[src/design/dep_div.sv]
// Serial restoring divider, one quotient bit per cycle.
// Depends on nothing outside this file.
module dep_div #(
  parameter int NW  = 15,
  parameter int DNW = 5
) (
  input  logic           clk,
  input  logic           rst_n,
  input  logic           start,
  input  logic [NW-1:0]  num,
  input  logic [DNW-1:0] den,
  output logic           done_r,
  output logic [NW-1:0]  quo_r,
  output logic [DNW-1:0] rem_r
);

  localparam int KW = $clog2(NW + 1);

  logic          busy_r;
  logic [KW-1:0] cnt_r;
  logic [DNW:0]  trial;
  logic          take;

  assign trial = {rem_r, quo_r[NW-1]};
  assign take  = trial >= {1'b0, den};

  always_ff @(posedge clk) begin
    if (!rst_n) begin
      busy_r <= 1'b0;
      done_r <= 1'b0;
    end else begin
      done_r <= 1'b0;
      if (start) begin
        busy_r <= 1'b1;
        cnt_r  <= KW'(NW);
        quo_r  <= num;
        rem_r  <= '0;
      end else if (busy_r) begin
        rem_r <= take ? DNW'(trial - {1'b0, den}) : DNW'(trial);
        quo_r <= {quo_r[NW-2:0], take};
        cnt_r <= cnt_r - KW'(1);
        if (cnt_r == KW'(1)) begin
          busy_r <= 1'b0;
          done_r <= 1'b1;
        end
      end
    end
  end

endmodule

[config.mk]
export PLATFORM = sky130hd
export DESIGN_NAME = dep_div
export DESIGN_NICKNAME = d
export VERILOG_FILES = /design/src/design/dep_div.sv
export SDC_FILE = /design/constraint.sdc
export NUM_CORES = 1
export LEC_CHECK = 0
export BUFFER_PORTS_ARGS = -buffer_cell sky130_fd_sc_hd__clkbuf_2
export CAP_MARGIN = 40
export CORE_MARGIN = 2
export CORE_UTILIZATION = 50
export CTS_CLUSTER_DIAMETER = 60
export DETAILED_ROUTE_END_ITERATION = 6
export GPL_ROUTABILITY_DRIVEN = 0
export PLACE_DENSITY = 0.79
export SETUP_SLACK_MARGIN = 0.4
export SLEW_MARGIN = 20
export SYNTH_ARGS = -nofsm -noshare
export SYNTH_HDL_FRONTEND = slang
export SYNTH_SLANG_ARGS = --single-unit
[constraint.sdc]
create_clock -name clk -period 2.6 [get_ports clk]
set_clock_uncertainty 0.2 [all_clocks]
set_input_delay 0.52 -clock clk [delete_from_list [all_inputs] [get_ports clk]]
set_output_delay 0.52 -clock clk [all_outputs]
set_load 0.05 [all_outputs]
# Word level (Yosys, flattened, before mapping)
# Cells that the tools add are included.
# word_totals
reg_bits	26
out_inout_bits	21
word_cells	23
# op_classes
addsub	2
order_cmp	1
eq_ne	1
n_mux	9
n_bitwise	2
n_reduce_logical	3
# ops
operator	count
$mux 15	2
$mux 5	2
$ge 6x5->1	1
$sub 5x5->5	1
$eq 4x1->1 const B	1
$mux 1	4
$mux 4	1
$sub 4x1->4 const B	1
$reduce_or 3->1	1
$not 1->1	2
$reduce_and 2->1	1
$reduce_bool 2->1	1

# Depth between registers and ports, before layout
# Gate-level depths: netlist of run 1.
# logic_depth
word_depth	4
depth_mapped	8
ltp_nobuf	8

# Worst setup path before layout of run 1
# Ideal clock, no wire load.
# synth_path
path_kind	register -> register
startpoint	register quo_r[14]
endpoint	register rem_r[4], data pin
setup_time_ns	0.268
t_arrival_ns	1.991
t_required_ns	2.132
path_slack_ns	0.141
path_stages_with_launch	9
cell_sequence	edfxtp_1 inv_1 ha_1 inv_1 fa_1 a21oi_2 inv_1 a2111oi_2 nor4_1
# synth_between
elab_chain_len	3
elab_cells_between_ends	4
classes_between	1 x add/sub; 1 x order compare; 2 x mux
# synth_rtl
item	line	rtl
start: declaration	13	output logic [NW-1:0] quo_r,
start signal: assignment	36	quo_r <= num;
start signal: assignment	40	quo_r <= {quo_r[NW-2:0], take};
$sub 5x5->5 or $ge 6x5->1 (tied branches)	39, 25	
$mux 5 *	39	rem_r <= take ? DNW'(trial - {1'b0, den}) : DNW'(trial);
$mux 5 *	38	end else if (busy_r) begin
end signal: assignment	39	
end: declaration	14	output logic [DNW-1:0] rem_r
# Every way passes the cells marked *; elsewhere a longest branch is shown, timed or not. The select of a mux whose other input is x is not followed.
# A chain may end at the register's enable or synchronous reset.

# Final worst setup path of run 1
# layout_path
startpoint	register quo_r[14]
endpoint	register quo_r[0], data pin
# layout_between
elab_chain_len	3
# layout_rtl
item	line	rtl
$ge 6x5->1	25	assign take = trial >= {1'b0, den};
$mux 15	38	
$mux 15	33	if (start) begin
# No other way between the ends. The select of a mux whose other input is x is not followed.

==> run metrics, run 1 <==
Buffers on Ports 43; Synth top cells by count edfxtp_1 (24), mux2_2 (14), inv_1 (10); cell seen most often among critical-path stages inv_2; ratio of cells with drive above 1 in the final layout 0.5290; chip width 56.37 um; Placed Area 0.001628 mm^2; count leader, synth edfxtp_1; final wirelength 2.707 mm; worst slack, placed 0.2134 ns; #FFs+latches synth 26; Synth area leader edfxtp_1; total CTS buffers 3; Synth area leaders edfxtp_1 (53%), mux2_2 (11%), ha_1 (6.4%), dfxtp_1 (2.9%), inv_1 (2.7%); H-tree Lvls 1; Worst-Margin Slew 0.6152 ns; CP arrival 2.01 ns; EDFF count, synth 24; I/O pins 44; Hold Fails Final Rpt 0; CP max FO 7; Root Driver clkbuf_4; Synth cell types 31; Synth top area share 0.5255; DR WL met3 135 um; max-cap viol count 0; Remaining DRCs 0; critical path capture point type flip-flop; Rows 18; initial antenna violation count 0; syn avg cell area 12.94 um^2; VDD IR max 0.4403 mV; Cell Chain, Critical Path inv_2 -> ha_4 -> inv_2 -> fa_2 -> a21oi_2 -> buf_4 -> o21ai_4 -> nor3_2 -> a21oi_1; Critical Path RT 2.46 ns; WHS 0.2571 ns; CTS clk-pin slew, worst paths 0.14 ns; syn_nets 137; total congestion overflow 0; worst skew pair latency 0.31 ns; # clock sinks 26; met1 WL 1.199 mm; Slew Viols, Final 0; vias per cell 5.276; via count 976; Max-slew headroom 0.5899; starting DRC count in detailed routing 36; run status complete, no violations; largest net degree at the start of global routing 30; register area share after synthesis 0.5547; Top Layer Used met4; Finished Cell Area 0.001764 mm^2; HP Class input port to flip-flop; Die ar. 0.003178 mm^2; top_reg_cell synth edfxtp_1; vias in the first global route 940; power density over the cells 614.6 mW/mm^2; Die Span Y 56.37 um; cell area after synthesis 0.001371 mm^2; core area 0.002545 mm^2; first-pass GRT wire length 4.133 mm; RSZ-0062 raised after global routing true; Cells after Synth 106; Max Clock Freq 0.4649 GHz; Global Route Usage Sum 0.1672; fin crit share 0.8273; routed len/inst 14.63 um; Async S/R FF share, synth 0; Final Power 1.084 mW; post-layout min period 2.151 ns; # setup viols final 0; Antenna Violating Nets Remaining 0; CTS tree built; total met2 wirelength after detailed routing 1.358 mm; number of detailed-route iterations in the first pass 4; Starting Density 0.5388; Leakage Power 0.7430 nW; Slowest-stage cell, CP edfxtp_1; number of synthesis warnings 0; Net count, final 187; DP HPWL 1.980 mm; area grow syn2layout 28.65%; crit path launch type flip-flop; Antenna Cells 0; clk buf depth 2; max incr delay on CP 0.42 ns; Sum Neg Setup Slack 0 ns; Final Worst Setup Slack 0.4491 ns; crit path kind flip-flop to flip-flop
==> path summary, 6_finish.rpt <==
| kind | from | to | slack (ns) | depth (start not counted) |
|---|---|---|---|---|
| worst min register to register | busy_r$_SDFF_PN0_ | done_r$_SDFF_PP0_ | 0.30 | 1 |
| worst max-delay path | quo_r[14]$_DFFE_PP_ | quo_r[0]$_DFFE_PP_ | 0.45 | 9 |
| worst max register to register | quo_r[14]$_DFFE_PP_ | quo_r[0]$_DFFE_PP_ | 0.45 | 9 |
| worst min-delay path | rst_n | done_r$_SDFF_PP0_ | 0.26 | 2 |
==> worst max-delay path, delay by kind of cell, from the launching register on <==
family / cells / cell delay (ns)
buffers and inverters: 3 / 0.27
AOI/OAI and AO/OA: 3 / 0.33
adders and majority gates: 2 / 0.49
and+or+nand+nor: 1 / 0.18
DFF: 1 / 0.42
==> what timing repair did <==
| action | CTS | global route |
|---|---|---|
| setup endpoints to repair | 1 | 6 |
| hold buffers | 0 | 0 |
| gates resized for setup | 0 | 12 |
| pin swaps | 1 | 7 |
| setup buffers | 1 | 2 |
==> flip-flops by register name, summed over array words and instances, names as in the netlist <==
register	count
done_r	1
rem_r	5
busy_r	1
cnt_r	4
quo_r	15
==> power by group <==
part	leakage (nW)	internal, mW	switching [mW]
Combinational	0.473	0.105	0.193
Clock	0.0279	0.156	0.119
Sequential	0.242	0.494	0.0175
==> cells by family after synthesis <==
family,share of synthesized area
simple gates,0.1004
mux,0.1150
buf+inv,0.03741
flops,0.5547
fa+ha+maj,0.07846
xor+xnor,0.01916
compound gates,0.09489
==> through the flow <==
| step | cells | util |
|---|---|---|
| final | 185 | 0.6932 |
| after global routing | 185 | 0.6932 |
| after CTS | 183 | 0.6632 |
| after detailed placement | 178 | 0.6396 |
| after global placement | 178 | 0.6396 |
| after floorplan | 106 | - |
==> cell usage in the layout (no fill, tap or decap), drive strengths merged, types with 2 or more instances in the layout <==
cell and n:
nor3 4, o21a 3, buf 5, inv 10, nor2 7, o21ai 4
xnor2 2, ha 7, a21oi 5, mux2 14, edfxtp 24, nand2b 5
nand3 2, clkbuf 46, dfxtp 2, nand2 3
==> routing by layer <==
metal,GRT usage,up-vias
met1,0.2204,463
met4,0.05102,0
met5,0,-
met2,0.2824,27
li1,-,484
met3,0.02765,2
==> layout make-up <==
cell class              instances  area, um^2
clock buffers                   3       22.52
clock inverters                 1       30.03
fillers                       187       780.7
inverters                      10       37.54
multi-input cells              67       623.1
flip-flops and latches         26       760.7
well taps                      30       37.54
repair buffers                 48       252.7
(Power assumes the default switching activity.)
==> run 2, diff against run 1 <==
- clock period: 2.6 -> 2 ns (I/O delays scaled with it)
==> run metrics, run 2 (same netlist as run 1, synthesis figures left out) <==
Final Util 0.8220; vias in the first global route 1153; Die Span Y 56.37 um; power density over the cells 748.8 mW/mm^2; Worst-Margin Slew 0.5286 ns; most frequent cells in the layout buf_4 (28), edfxtp_1 (24), clkbuf_2 (23); total congestion overflow 0; Remaining DRCs 0; VDD IR max 0.6581 mV; Die ar. 0.003178 mm^2; routed len/inst 19.17 um; non-filler instance count after layout 204; hold_buf cts 0; Net count, final 206; most common cell after layout, fill and taps aside buf_4; # setup viols final 6; Antenna Violating Nets Remaining 0; core area 0.002545 mm^2; # clock sinks 26; Final Worst Setup Slack -0.1741 ns; Starting Density 0.5388; Root Driver clkbuf_4; Critical Path RT 1.91 ns; Rows 18; via count 1153; H-tree Lvls 1; crit path kind flip-flop to flip-flop; total CTS buffers 3; Antenna Cells 0; post-layout min period 2.174 ns; Top Registers quo_r (15), rem_r (5), cnt_r (4); critical path capture point type flip-flop; starting DRC count in detailed routing 41; number of detailed-route iterations in the first pass 4; area grow syn2layout 52.56%; CP arrival 2.08 ns; RSZ-0062 raised after global routing true; Max-slew headroom 0.6463; final wirelength 3.911 mm; max-cap viol count 0; first-pass GRT wire length 5.368 mm; run status finished, violations left; CTS tree built; chip width 56.37 um; Leakage Power 0.8933 nW; Hold Fails Final Rpt 0; Biggest register quo_r; max reg flops 15; fin crit share 1.087; Buffers on Ports 43; Reg2Reg Setup Slack -0.17 ns; I/O pins 44; Final Power 1.567 mW; vias per cell 5.652; HP Class input port to flip-flop; Seq. cell area 760.7 um^2; worst skew pair latency 0.34 ns; Max Clock Freq 0.4600 GHz; largest net degree at the start of global routing 16; Slew Viols, Final 0; area of the multi-input gates 649.4 um^2; CP max FO 7; Global Route Usage Sum 0.2244; clk buf depth 2; CTS clk-pin slew, worst paths 0.15 ns; DP HPWL 2.310 mm; Cell Count Post-Placement 188; fillers 131; failing checks negative setup slack; initial antenna violation count 0; crit path launch type flip-flop; ratio of cells with drive above 1 in the final layout 0.6092
## run 2: changes by cell type in the layout (fill, tap and decap cells not counted), moves of 2 or more
cell       change
clkbuf_2      -20
buf_6          +8
buf_4         +23
a21oi_2        -2
clkbuf_16      +3
buf_8          +3
o21a_1         -2
## run 2: cell type report
class                   instances  area share
flip-flops and latches         26      0.3636
multi-input cells              67      0.3104
repair buffers                 67      0.2650
inverters                      10     0.01794
well taps                      30     0.01794
clock inverters                 1     0.01435
clock buffers                   3     0.01077
## run 2: timing repair
action / in CTS / in global routing
pin swaps: 10 / 4
buffers inserted: 3 / 9
resized for setup: 40 / 32
endpoints found under the setup margin: 23 / 27
## run 2: per-layer routing
metal	track usage	part of all wire	vias to the layer above
met5	0	0	-
met1	0.2489	0.37	563
met4	0.1020	0.040	0
met2	0.4218	0.56	50
li1	-	-	525
met3	0.02765	0.033	15
## run 2: path summary, 6_finish.rpt
check | startpoint | to | depth (start not counted)
setup / recovery | quo_r[14]$_DFFE_PP_ | rem_r[2]$_SDFFCE_PP0P_ | 9
hold / removal | rst_n | done_r$_SDFF_PP0_ | 2
setup reg to reg | quo_r[14]$_DFFE_PP_ | rem_r[2]$_SDFFCE_PP0P_ | 9
hold reg to reg | busy_r$_SDFF_PN0_ | done_r$_SDFF_PP0_ | 1
## run 2: per-stage QoR
| stage | cell area, um^2 | hold WS (ns) | TNS, ns | setup WS [ns] |
|---|---|---|---|---|
| final | 2092 | 0.1071 | -0.8880 | -0.1741 |
| after global placement | 1704 | 0.2739 | -0.5022 | -0.1200 |
| after global routing | 2092 | 0.1144 | -1.393 | -0.2529 |
| after CTS | 1958 | 0.1156 | -0.3641 | -0.09288 |
| after floorplan | 1375 | 0.2541 | -1.525 | -0.4093 |
| after detailed placement | 1704 | 0.2802 | -0.8421 | -0.2226 |
## run 2: where the power goes
group	internal [mW]	switching, mW	leakage, nW
sequential	0.643	0.0278	0.242
clock	0.203	0.173	0.0279
combinational	0.228	0.292	0.623
## run 2: worst max-delay path, cell delays in order, from the launching register on
cell,delay [ns]
edfxtp_1,0.44
inv_2,0.10
ha_4,0.13
inv_2,0.04
fa_2,0.36
a21oi_4,0.17
buf_6,0.13
o21ai_4,0.10
nor3_2,0.18
nor3_1,0.08
